`config.mk`:
```
export PLATFORM = sky130hd
export DESIGN_NAME = rms_sound_detector_unit
export DESIGN_NICKNAME = d
export VERILOG_FILES = /design/src/sv/rsd_pkg.sv /design/src/sv/rsd_front.sv /design/src/sv/rsd_queue.sv /design/src/sv/rsd_back.sv /design/src/sv/rms_sound_detector_unit.sv
export SDC_FILE = /design/constraint.sdc
export NUM_CORES = 1
export LEC_CHECK = 0
export BUFFER_PORTS_ARGS = -buffer_cell sky130_fd_sc_hd__clkbuf_2
export CAP_MARGIN = 10
export CORE_ASPECT_RATIO = 1.25
export CORE_MARGIN = 2
export CORE_UTILIZATION = 60
export CTS_CLUSTER_SIZE = 24
export DETAILED_ROUTE_END_ITERATION = 6
export PLACE_DENSITY_LB_ADDON = 0.15
export SLEW_MARGIN = 25
export SYNTH_ARGS = -nofsm -noshare
export SYNTH_HDL_FRONTEND = slang
export SYNTH_SLANG_ARGS = --single-unit
```
`constraint.sdc`:
```
create_clock -name clk -period 5.2 [get_ports clk]
set_input_delay 1.04 -clock clk [delete_from_list [all_inputs] [get_ports clk]]
set_output_delay 1.04 -clock clk [all_outputs]
set_load 0.02 [all_outputs]
```
`src/sv/rsd_pkg.sv`:
```
// Package with the shared types and constants of the RMS sound detector.
`timescale 1ns / 1ps

package rsd_pkg;

    localparam int SAMPLE_W    = 16;
    localparam int SQUARE_W    = 31;  // a square is at most 2^30
    localparam int QUOT_W      = 31;  // a mean square is at most 2^30
    localparam int RAD_W       = 32;  // radicand padded to an even width
    localparam int ROOT_W      = 16;
    localparam int SREM_W      = 17;  // square root remainder, at most 2 * root
    localparam int THRESHOLD_W = 16;
    localparam int COOLDOWN_W  = 22;
    localparam int ELAPSED_W   = 23;
    localparam int CFG_DATA_W  = 22;
    localparam int CFG_INDEX_W = 1;

    localparam logic [ELAPSED_W-1:0]   ELAPSED_MAX     = '1;
    localparam logic [THRESHOLD_W-1:0] THRESHOLD_RESET = '1;
    localparam logic [COOLDOWN_W-1:0]  COOLDOWN_RESET  = '0;

    localparam logic OP_SAMPLE = 1'b0;
    localparam logic OP_TICK   = 1'b1;

    localparam logic JOB_BLOCK = 1'b0;
    localparam logic JOB_TICK  = 1'b1;

    localparam logic [CFG_INDEX_W-1:0] REG_THRESHOLD = 1'b0;
    localparam logic [CFG_INDEX_W-1:0] REG_COOLDOWN  = 1'b1;

    typedef struct packed {
        logic                       op;
        logic signed [SAMPLE_W-1:0] sample;
        logic                       last;
    } item_t;

    typedef struct packed {
        logic [ROOT_W-1:0] rms;
        logic              detected;
    } result_t;

    typedef enum logic [1:0] {
        B_IDLE,
        B_DIV,
        B_SQRT,
        B_DONE
    } back_state_t;

endpackage

```
`src/sv/rsd_front.sv`:
```
// Front end: squares samples, accumulates blocks and queues block and tick jobs.
`timescale 1ns / 1ps

module rsd_front #(
    parameter int MAX_BLOCK = 1024,
    parameter int CNT_W     = 11,
    parameter int SUM_W     = 41,
    parameter int JOB_W     = 53
) (
    input  logic                 clk,
    input  logic                 rst_n,
    input  logic                 item_valid,
    output logic                 item_ready,
    input  rsd_pkg::item_t       item,
    output logic                 push,
    output logic [JOB_W-1:0]     push_data,
    input  logic                 queue_full
);
    import rsd_pkg::*;

    logic [SUM_W-1:0]          sum_reg;
    logic [SUM_W-1:0]          sum_next;
    logic [CNT_W-1:0]          count_reg;
    logic [CNT_W-1:0]          count_next;
    logic signed [2*SAMPLE_W-1:0] product;
    logic [SUM_W-1:0]          sum_add;
    logic [CNT_W-1:0]          count_inc;
    logic                      blk_end;
    logic                      accept;

    assign item_ready = !queue_full;
    assign accept     = item_valid && item_ready;

    // The square of a 16-bit two's complement value is never negative.
    assign product   = item.sample * item.sample;
    assign sum_add   = sum_reg + SUM_W'(product[SQUARE_W-1:0]);
    assign count_inc = count_reg + 1'b1;
    assign blk_end   = item.last || (count_inc == CNT_W'(MAX_BLOCK));

    always_comb
    begin
        sum_next   = sum_reg;
        count_next = count_reg;
        push       = 1'b0;
        push_data  = {JOB_TICK, {(JOB_W-1){1'b0}}};
        if (accept)
        begin
            if (item.op == OP_TICK)
            begin
                push = 1'b1;
            end
            else if (blk_end)
            begin
                push       = 1'b1;
                push_data  = {JOB_BLOCK, sum_add, count_inc};
                sum_next   = '0;
                count_next = '0;
            end
            else
            begin
                sum_next   = sum_add;
                count_next = count_inc;
            end
        end
    end

    always_ff @(posedge clk or negedge rst_n)
    begin
        if (!rst_n)
        begin
            sum_reg   <= '0;
            count_reg <= '0;
        end
        else
        begin
            sum_reg   <= sum_next;
            count_reg <= count_next;
        end
    end

endmodule

```
`src/sv/rsd_queue.sv`:
```
// Small first-in first-out job queue between the front and back ends.
`timescale 1ns / 1ps

module rsd_queue #(
    parameter int WIDTH = 53,
    parameter int DEPTH = 4
) (
    input  logic             clk,
    input  logic             rst_n,
    input  logic             push,
    input  logic [WIDTH-1:0] push_data,
    input  logic             pop,
    output logic [WIDTH-1:0] head,
    output logic             empty,
    output logic             full
);
    localparam int PTR_W = (DEPTH > 1) ? $clog2(DEPTH) : 1;
    localparam int FILL_W = $clog2(DEPTH + 1);

    logic [WIDTH-1:0]  mem [DEPTH];
    logic [PTR_W-1:0]  wr_ptr_reg;
    logic [PTR_W-1:0]  wr_ptr_next;
    logic [PTR_W-1:0]  rd_ptr_reg;
    logic [PTR_W-1:0]  rd_ptr_next;
    logic [FILL_W-1:0] fill_reg;
    logic [FILL_W-1:0] fill_next;
    logic              do_push;
    logic              do_pop;

    assign empty   = (fill_reg == '0);
    assign full    = (fill_reg == FILL_W'(DEPTH));
    assign do_push = push && !full;
    assign do_pop  = pop && !empty;
    assign head    = mem[rd_ptr_reg];

    always_comb
    begin
        wr_ptr_next = wr_ptr_reg;
        rd_ptr_next = rd_ptr_reg;
        fill_next   = fill_reg;
        if (do_push)
        begin
            wr_ptr_next = (wr_ptr_reg == PTR_W'(DEPTH - 1)) ? '0 : wr_ptr_reg + 1'b1;
        end
        if (do_pop)
        begin
            rd_ptr_next = (rd_ptr_reg == PTR_W'(DEPTH - 1)) ? '0 : rd_ptr_reg + 1'b1;
        end
        if (do_push && !do_pop)
        begin
            fill_next = fill_reg + 1'b1;
        end
        else if (do_pop && !do_push)
        begin
            fill_next = fill_reg - 1'b1;
        end
    end

    always_ff @(posedge clk)
    begin
        if (do_push)
        begin
            mem[wr_ptr_reg] <= push_data;
        end
    end

    always_ff @(posedge clk or negedge rst_n)
    begin
        if (!rst_n)
        begin
            wr_ptr_reg <= '0;
            rd_ptr_reg <= '0;
            fill_reg   <= '0;
        end
        else
        begin
            wr_ptr_reg <= wr_ptr_next;
            rd_ptr_reg <= rd_ptr_next;
            fill_reg   <= fill_next;
        end
    end

endmodule

```
`src/sv/rsd_back.sv`:
```
// Back end: divides, takes the square root, applies threshold and cooldown.
`timescale 1ns / 1ps

module rsd_back #(
    parameter int CNT_W = 11,
    parameter int SUM_W = 41,
    parameter int JOB_W = 53
) (
    input  logic                               clk,
    input  logic                               rst_n,
    input  logic [JOB_W-1:0]                   head,
    input  logic                               queue_empty,
    output logic                               pop,
    input  logic [rsd_pkg::THRESHOLD_W-1:0]    threshold,
    input  logic [rsd_pkg::COOLDOWN_W-1:0]     cooldown_ms,
    output logic                               result_valid,
    input  logic                               result_ready,
    output rsd_pkg::result_t                   result
);
    import rsd_pkg::*;

    localparam int STEP_W = $clog2(SUM_W + 1);

    back_state_t           state_reg;
    back_state_t           state_next;
    logic [SUM_W-1:0]      dvd_reg;
    logic [SUM_W-1:0]      dvd_next;
    logic [CNT_W-1:0]      div_reg;
    logic [CNT_W-1:0]      div_next;
    logic [CNT_W-1:0]      rem_reg;
    logic [CNT_W-1:0]      rem_next;
    logic [RAD_W-1:0]      rad_reg;
    logic [RAD_W-1:0]      rad_next;
    logic [ROOT_W-1:0]     root_reg;
    logic [ROOT_W-1:0]     root_next;
    logic [SREM_W-1:0]     srem_reg;
    logic [SREM_W-1:0]     srem_next;
    logic [STEP_W-1:0]     step_reg;
    logic [STEP_W-1:0]     step_next;
    logic [ELAPSED_W-1:0]  elapsed_reg;
    logic [ELAPSED_W-1:0]  elapsed_next;
    logic                  res_valid_reg;
    logic                  res_valid_next;
    result_t               res_reg;
    result_t               res_next;

    logic                  job_kind;
    logic [SUM_W-1:0]      job_sum;
    logic [CNT_W-1:0]      job_count;
    logic [CNT_W:0]        rem_sh;
    logic                  q_bit;
    logic [CNT_W:0]        rem_sub;
    logic [SREM_W+1:0]     srem_sh;
    logic [SREM_W+1:0]     trial;
    logic                  r_bit;
    logic [SREM_W+1:0]     srem_sub;
    logic                  det;

    assign {job_kind, job_sum, job_count} = head;

    // One quotient bit per cycle, restoring division.
    assign rem_sh  = {rem_reg, dvd_reg[SUM_W-1]};
    assign q_bit   = (rem_sh >= {1'b0, div_reg});
    assign rem_sub = rem_sh - {1'b0, div_reg};

    // One root bit per cycle, two radicand bits brought down each step.
    assign srem_sh  = {srem_reg, rad_reg[RAD_W-1 -: 2]};
    assign trial    = (SREM_W + 2)'({root_reg, 2'b01});
    assign r_bit    = (srem_sh >= trial);
    assign srem_sub = srem_sh - trial;

    assign det = (root_reg >= threshold) && (elapsed_reg > ELAPSED_W'(cooldown_ms));

    assign result_valid = res_valid_reg;
    assign result       = res_reg;

    always_comb
    begin
        state_next     = state_reg;
        dvd_next       = dvd_reg;
        div_next       = div_reg;
        rem_next       = rem_reg;
        rad_next       = rad_reg;
        root_next      = root_reg;
        srem_next      = srem_reg;
        step_next      = step_reg;
        elapsed_next   = elapsed_reg;
        res_valid_next = res_valid_reg;
        res_next       = res_reg;
        pop            = 1'b0;

        if (res_valid_reg && result_ready)
        begin
            res_valid_next = 1'b0;
        end

        unique case (state_reg)
            B_IDLE:
            begin
                if (!queue_empty)
                begin
                    pop = 1'b1;
                    if (job_kind == JOB_TICK)
                    begin
                        if (elapsed_reg != ELAPSED_MAX)
                        begin
                            elapsed_next = elapsed_reg + 1'b1;
                        end
                    end
                    else
                    begin
                        dvd_next   = job_sum;
                        div_next   = job_count;
                        rem_next   = '0;
                        step_next  = '0;
                        state_next = B_DIV;
                    end
                end
            end
            B_DIV:
            begin
                rem_next  = q_bit ? rem_sub[CNT_W-1:0] : rem_sh[CNT_W-1:0];
                dvd_next  = {dvd_reg[SUM_W-2:0], q_bit};
                step_next = step_reg + 1'b1;
                if (step_reg == STEP_W'(SUM_W - 1))
                begin
                    // The mean square fits the low quotient bits.
                    rad_next   = RAD_W'(dvd_next[QUOT_W-1:0]);
                    root_next  = '0;
                    srem_next  = '0;
                    step_next  = '0;
                    state_next = B_SQRT;
                end
            end
            B_SQRT:
            begin
                srem_next = r_bit ? srem_sub[SREM_W-1:0] : srem_sh[SREM_W-1:0];
                root_next = {root_reg[ROOT_W-2:0], r_bit};
                rad_next  = {rad_reg[RAD_W-3:0], 2'b00};
                step_next = step_reg + 1'b1;
                if (step_reg == STEP_W'(ROOT_W - 1))
                begin
                    state_next = B_DONE;
                end
            end
            B_DONE:
            begin
                if (!res_valid_reg || result_ready)
                begin
                    res_valid_next    = 1'b1;
                    res_next.rms      = root_reg;
                    res_next.detected = det;
                    if (det)
                    begin
                        elapsed_next = '0;
                    end
                    state_next = B_IDLE;
                end
            end
            default:
            begin
                state_next = B_IDLE;
            end
        endcase
    end

    always_ff @(posedge clk or negedge rst_n)
    begin
        if (!rst_n)
        begin
            state_reg <= B_IDLE;
        end
        else
        begin
            state_reg <= state_next;
        end
    end

    always_ff @(posedge clk or negedge rst_n)
    begin
        if (!rst_n)
        begin
            elapsed_reg   <= ELAPSED_MAX;
            res_valid_reg <= 1'b0;
        end
        else
        begin
            elapsed_reg   <= elapsed_next;
            res_valid_reg <= res_valid_next;
        end
    end

    always_ff @(posedge clk)
    begin
        dvd_reg  <= dvd_next;
        div_reg  <= div_next;
        rem_reg  <= rem_next;
        rad_reg  <= rad_next;
        root_reg <= root_next;
        srem_reg <= srem_next;
        step_reg <= step_next;
        res_reg  <= res_next;
    end

endmodule

```
`src/sv/rms_sound_detector_unit.sv`:
```
// After the transfer of a block's last sample, its job goes through the job queue and,
// once the back end is free, the bit-serial divider and square root; result_valid then
// rises with the registered result.
// Throughput: one sample per cycle while the job queue has room; the back end takes
// one job at a time from the queue and pops the next only once it is idle again.
// Reset clears the accumulator, queue and result, saturates the elapsed counter,
// and loads threshold 65535 and cooldown 0; no clearing pass is needed.
`timescale 1ns / 1ps

module rms_sound_detector_unit #(
    parameter int MAX_BLOCK = 1024
) (
    input  logic                             clk,
    input  logic                             rst_n,
    input  logic                             item_valid,
    output logic                             item_ready,
    input  rsd_pkg::item_t                   item,
    output logic                             result_valid,
    input  logic                             result_ready,
    output rsd_pkg::result_t                 result,
    input  logic                             cfg_we,
    input  logic [rsd_pkg::CFG_INDEX_W-1:0]  cfg_index,
    input  logic [rsd_pkg::CFG_DATA_W-1:0]   cfg_data
);
    import rsd_pkg::*;

    localparam int CNT_W       = $clog2(MAX_BLOCK + 1);
    localparam int SUM_W       = SQUARE_W + CNT_W - 1;
    localparam int JOB_W       = 1 + SUM_W + CNT_W;
    localparam int QUEUE_DEPTH = 4;

    logic [THRESHOLD_W-1:0] threshold_reg;
    logic [COOLDOWN_W-1:0]  cooldown_reg;
    logic                   push;
    logic [JOB_W-1:0]       push_data;
    logic                   pop;
    logic [JOB_W-1:0]       head;
    logic                   queue_empty;
    logic                   queue_full;

    always_ff @(posedge clk or negedge rst_n)
    begin
        if (!rst_n)
        begin
            threshold_reg <= THRESHOLD_RESET;
            cooldown_reg  <= COOLDOWN_RESET;
        end
        else if (cfg_we)
        begin
            unique case (cfg_index)
                REG_THRESHOLD: threshold_reg <= cfg_data[THRESHOLD_W-1:0];
                REG_COOLDOWN:  cooldown_reg  <= cfg_data[COOLDOWN_W-1:0];
                default:       ;
            endcase
        end
    end

    rsd_front #(
        .MAX_BLOCK (MAX_BLOCK),
        .CNT_W     (CNT_W),
        .SUM_W     (SUM_W),
        .JOB_W     (JOB_W)
    ) u_front (
        .clk        (clk),
        .rst_n      (rst_n),
        .item_valid (item_valid),
        .item_ready (item_ready),
        .item       (item),
        .push       (push),
        .push_data  (push_data),
        .queue_full (queue_full)
    );

    rsd_queue #(
        .WIDTH (JOB_W),
        .DEPTH (QUEUE_DEPTH)
    ) u_queue (
        .clk       (clk),
        .rst_n     (rst_n),
        .push      (push),
        .push_data (push_data),
        .pop       (pop),
        .head      (head),
        .empty     (queue_empty),
        .full      (queue_full)
    );

    rsd_back #(
        .CNT_W (CNT_W),
        .SUM_W (SUM_W),
        .JOB_W (JOB_W)
    ) u_back (
        .clk          (clk),
        .rst_n        (rst_n),
        .head         (head),
        .queue_empty  (queue_empty),
        .pop          (pop),
        .threshold    (threshold_reg),
        .cooldown_ms  (cooldown_reg),
        .result_valid (result_valid),
        .result_ready (result_ready),
        .result       (result)
    );

endmodule

```
; Word level (Yosys, flattened, before mapping)
; Memories as Yosys holds them, arrays and structs flattened.
; Index checks and enable logic that the tools add are counted.
[word_totals]
ff_bits = 274
latchBits = 0
ram_bits = 212
mem_bits_ro = 0
out_inout_bits = 19
wordCells = 137
memories = 1
[memory_table]
columns = memory, depth, word_bits, rd, rd_ports_with_merged_regs, write_ports, line_no
row1 = u_queue.mem, 4, 53, 1, 0, 1, rsd_queue.sv:20  ; logic [WIDTH-1:0] mem [DEPTH];
[op_classes]
addsub = 10
mul = 1
n_div = 0
order_cmp = 4
eq_ne = 18
shifts = 0
mux = 49
bitwise_logic = 4
n_reduce_logical = 31
[op_table]
columns = cell, count
row1 = $mux W53, 3
row2 = $mux W41, 3
row3 = $mux W23, 5
row4 = $pmux W41 S2, 1
row5 = $pmux W32 S2, 1
row6 = $pmux W23 S2, 1
row7 = $mux W11, 4
row8 = $add A41 B31 Y41, 1
row9 = $mux W17, 2
row10 = $pmux W17 S2, 1
row11 = $mux W32, 1
row12 = $pmux W16 S2, 1
row13 = $mul A16 B16 Y31, 1
row14 = $add A23 B1 Y23 const B, 1
row15 = $gt A23 B22 Y1, 1
row16 = $ne A23 B23 Y1 const B, 1
row17 = $pmux W11 S2, 1
row18 = $ge A19 B18 Y1, 1
row19 = $mux W6, 3
row20 = $pmux W6 S3, 1
row21 = $sub A17 B17 Y17, 1
row22 = $ge A16 B16 Y1, 1
row23 = $mux W16, 1
row24 = $mux W2, 7
row25 = 30 further kinds, 73

; Longest topological paths before layout
[logic_depth]
word_depth = 11
mapped_depth = 35
mapped_depth_nobuf = 31

; Cells and area by module
; From an unflattened synthesis, not the netlist that was laid out.
[hier_totals]
cells_unflattened = 2823
hier_area_um2 = 32965.4
[by_module_without_submodules]
columns = mod, n_inst, cells_per_inst, area_each_um2
row1 = rsd_front, 1, 1532, 13173.9
row2 = rsd_back, 1, 895, 10229.8
row3 = rsd_queue, 1, 314, 8079.0
row4 = rms_sound_detector_unit, 1, 82, 1482.7

; Least setup slack after synthesis
; No wires, ideal clock.
[synth_path]
path_kind = input-to-reg
startpoint = input port item[16] in the netlist's numbering
endpoint = memory u_queue.mem[0][49], data pin
setup_time_ns = 0.179
arrival_ns = 8.656
t_required_ns = 5.021
slack_ns = -3.636
stages = 28
n_path_buf = 2
cell_sequence = clkbuf_1 -> clkbuf_1 -> nand2_1 -> fa_1 -> fa_1 -> inv_1 -> fa_1 -> inv_1 -> fa_1 -> inv_1 -> fa_1 -> inv_1 -> fa_1 -> inv_1 -> ha_1 -> a21o_1 -> a211o_1 -> a2111oi_0 -> nor2_1 -> xor2_1 -> ha_1 -> and3_1 -> and2_1 -> and3_1 -> a32o_1 -> a2111oi_2 -> o21ai_0 -> a21oi_1
[synth_between]
elab_chain_cells = 5
[synth_rtl]
columns = element, line_no
row1 = "start, declared", rms_sound_detector_unit.sv:17  ; input rsd_pkg::item_t item,
row2 = $mul A16 B16 Y31, rsd_front.sv:35  ; assign product = item.sample * item.sample;
row3 = $add A41 B31 Y41, rsd_front.sv:36  ; assign sum_add = sum_reg + SUM_W'(product[SQUARE_W-1:0]);
row4 = $mux W53, rsd_front.sv:52  ; else if (blk_end)
row5 = $mux W53, rsd_front.sv:48  ; if (item.op == OP_TICK)
row6 = $mux W53, rsd_front.sv:46  ; if (accept)
row7 = net push_data[49], rms_sound_detector_unit.sv:35  ; logic [JOB_W-1:0] push_data;
row8 = "end, declared", rsd_queue.sv:20
; The timed path passes the listed nets, and every way through them passes these cells.

; Worst setup path in the final report
[layout_path]
startpoint = input port item[16] in the netlist's numbering
endpoint = memory u_queue.mem[3][47], data pin
; The elaborated chain is that of the path after synthesis.

==> flow_metrics.py <==
metrics = {
    "logic_synthesis": {
        "synth_edf_count": 363,
        "synth_flop_cell": "edfxtp_1",
        "synth_cell_types": 93,
        "yosys_warnings": 0,
        "syn_avg_cell_area_sq_um": 11.1,
        "synth-seq-cells": 486,
        "syn_area_sq_um": 33100,
        "yosysSeqAreaShare": 0.423,
        "syn-num-nets": 3478,
        "synthCells": 2996,
        "async_flop_share": 0.253,
    },
    "route": {
        "vias": 23946,
        "drt-vias-per-instance": 5.68,
        "postRouteAntennaNets": 0,
        "route.detailed.drc": 0,
        "drt_iter0_markers": 1370,
        "wirelength_microns": 79000,
        "wl_per_cell_microns": 18.7,
        "dr.pass1.iters": 5,
    },
    "placed_design": {
        "place.gp.congestion": 0.936,
        "dp_hpwl_microns": 57200,
        "port_buffers": 64,
    },
    "clock_tree": {
        "clkTransAtPathRegs_ns": 0.07,
        "clk_latency_ns": 0.58,
        "clockBufferDepth": 3,
        "cts_buffers": 45,
        "cts_tree": "done",
        "root_buffer": "clkbuf_16",
        "cts_htree_levels": 2,
        "clock-sinks": 486,
    },
    "sta": {
        "tightest_slew_ns": 0.959,
        "timing.fmax_mhz": 128,
        "clock-skew-final_ns": 0.0261,
        "report.final.slew_viol_count": 0,
        "fin_ws_ns": -2.62,
        "rsz0062_at_grt": "true",
        "fin_crit_ns": 7.82,
        "setup_viol_count_final": 170,
        "fin_crit_sh": 1.50,
        "slew_headroom": 0.358,
        "tns_ns": -349.79,
        "final_hold_viol_count": 0,
    },
    "grt": {
        "grt_max_degree": 77,
        "grt_pass1_vias": 25752,
        "grt_usage": 0.277,
        "grt_first_pass_wirelength_microns": 128000,
        "antenna_found_initial": 0,
        "grt-ovfl-total": 0,
    },
    "worst_setup_path": {
        "crit_required_ns": 5.59,
        "critPathLaunchType": "input pin",
        "worstPathMaxFanout": 7,
        "path_class": "in2reg",
        "cp-end-kind": "flop",
        "crit_arrival_ns": 8.20,
        "slowest_delay_ns": 0.56,
        "crit_slowest_cell": "fa_1",
    },
    "layout": {
        "seq_area_sq_um": 14000,
        "antenna_cells": 0,
        "drive_above_1_share": 0.324,
        "fillers": 3504,
        "largest_reg_flops": 212,
        "syn2layout_area_growth_pct": 25.2,
        "fin_nets": 3929,
        "multi_input_area_sq_um": 19100,
    },
    "outcome": {
        "violations": "setup timing",
        "status": "complete, but fails checks",
    },
    "floorplanning": {
        "ios": 65,
        "core_sq_um": 54800,
        "fp.dieW_microns": 214,
        "die_h_microns": 267,
        "dieArea_sq_um": 57100,
        "rows": 96,
        "initial_core_util": 0.605,
    },
    "job": {
        "cap_violations": 0,
    },
    "worst_hold_path": {
        "hp-class": "reg2reg",
    },
}
[worst paths after layout]
kind / startpoint / slack [ns] / cells past startpoint / to
setup / recovery: item[16] / -2.62 / 31 / u_queue.mem[3][47]$_DFFE_PP_
hold / removal: u_front.sum_reg[3]$_DFFE_PN0P_ / 0.49 / 2 / u_front.sum_reg[3]$_DFFE_PN0P_
setup reg to reg: u_front.count_reg[0]$_DFFE_PN0P_ / 1.40 / 11 / u_queue.mem[3][21]$_DFFE_PP_
hold reg to reg: u_front.sum_reg[3]$_DFFE_PN0P_ / 0.49 / 2 / u_front.sum_reg[3]$_DFFE_PN0P_
max in group asynchronous: rst_n / 3.76 / 2 / threshold_reg[0]$_DFFE_PN1P_
min in group asynchronous: rst_n / 0.50 / 1 / cooldown_reg[16]$_DFFE_PN0P_
[through the flow]
step | utilization | hold slack (ns) | setup slack, ns | cells | instance area, sq um
floorplan | - | 0.426 | -2.83 | 2996 | 33700
global placement | 0.678 | 0.465 | -3.44 | 4046 | 37100
detailed placement | 0.678 | 0.478 | -3.56 | 4046 | 37200
CTS | 0.740 | 0.493 | -2.50 | 4187 | 40500
global route | 0.757 | 0.509 | -2.86 | 4219 | 41500
finish | 0.757 | 0.489 | -2.62 | 4219 | 41500
[synthesized netlist by cell type (32+ instances only)]
cell type,count,area share
ha_1,208,0.079
o21ai_0,117,0.018
nand2_1,362,0.041
mux2_2,56,0.019
dfrtp_1,84,0.063
dfstp_2,39,0.031
clkbuf_1,77,0.0087
mux4_2,53,0.036
a21o_1,47,0.011
xnor2_1,67,0.018
a21oi_1,123,0.019
nor2_1,162,0.018
and2_1,47,0.0089
nand3_1,40,0.0060
fa_1,228,0.14
inv_1,447,0.051
xor2_1,42,0.011
edfxtp_1,363,0.33
nor3_1,32,0.0048
[logic make-up after synthesis]
logic type	Yosys count	share of synthesized area
simple gates	799	0.112
buf+inv	562	0.0653
flops	486	0.423
compound gates	479	0.0944
fa+ha+maj	436	0.216
mux	125	0.0599
xor+xnor	109	0.0288
[per-layer routing]
layer / GRT usage / part of all wire / vias to the layer above
li1: - / - / 11155
met1: 0.309 / 0.38 / 11929
met2: 0.538 / 0.54 / 643
met3: 0.0220 / 0.033 / 219
met4: 0.123 / 0.047 / 0
met5: 0 / 0 / -
[critical path, delay by kind of cell]
kind                     cells  cell delay, ns
AO/OA/AOI/OAI                5            0.86
XOR/XNOR                     1            0.18
AND/OR/NAND/NOR              7            1.36
adder cells (fa/ha/maj)      8            3.63
buffers and inverters       10            1.12
[placed cells by master, fill, tap and decap left out, drive strengths merged, types with 12 or more instances in the layout]
cell	instances
o2111ai	13
xnor2	67
o211ai	12
inv	452
mux2i	16
a211oi	15
xor2	42
nand2b	19
edfxtp	363
nand2	362
dfrtp	84
fa	228
a21oi	124
nand4	22
a31oi	17
dfstp	39
or3	28
mux2	56
nor2	163
o21a	12
and2	47
nand3	42
buf	459
o21bai	12
nor3	34
and3	27
nor2b	19
mux4	53
ha	208
o31ai	27
clkbuf	120
a21o	47
o21ai	126
[area by class of cell]
class                      instances  share of cell area
timing repair buffer             516               0.104
sequential                       486               0.338
clock buffer                      63              0.0297
clock inverter                    21             0.00449
inverter                         450              0.0413
tap                              735              0.0222
multi-input combinational       1948               0.460
[repair_timing]
| item | 4_1_cts | 5_1_grt |
|---|---|---|
| setup endpoints to repair | 175 | 175 |
| gates resized for setup | 299 | 178 |
| hold buffers | 0 | 0 |
| cloned | 3 | 0 |
| setup buffers | 57 | 32 |
| pin swaps | 89 | 138 |
Power is left out: the tool's default activity adds up to more than one toggle a clock period on the data nets, which glitch-free logic cannot reach.
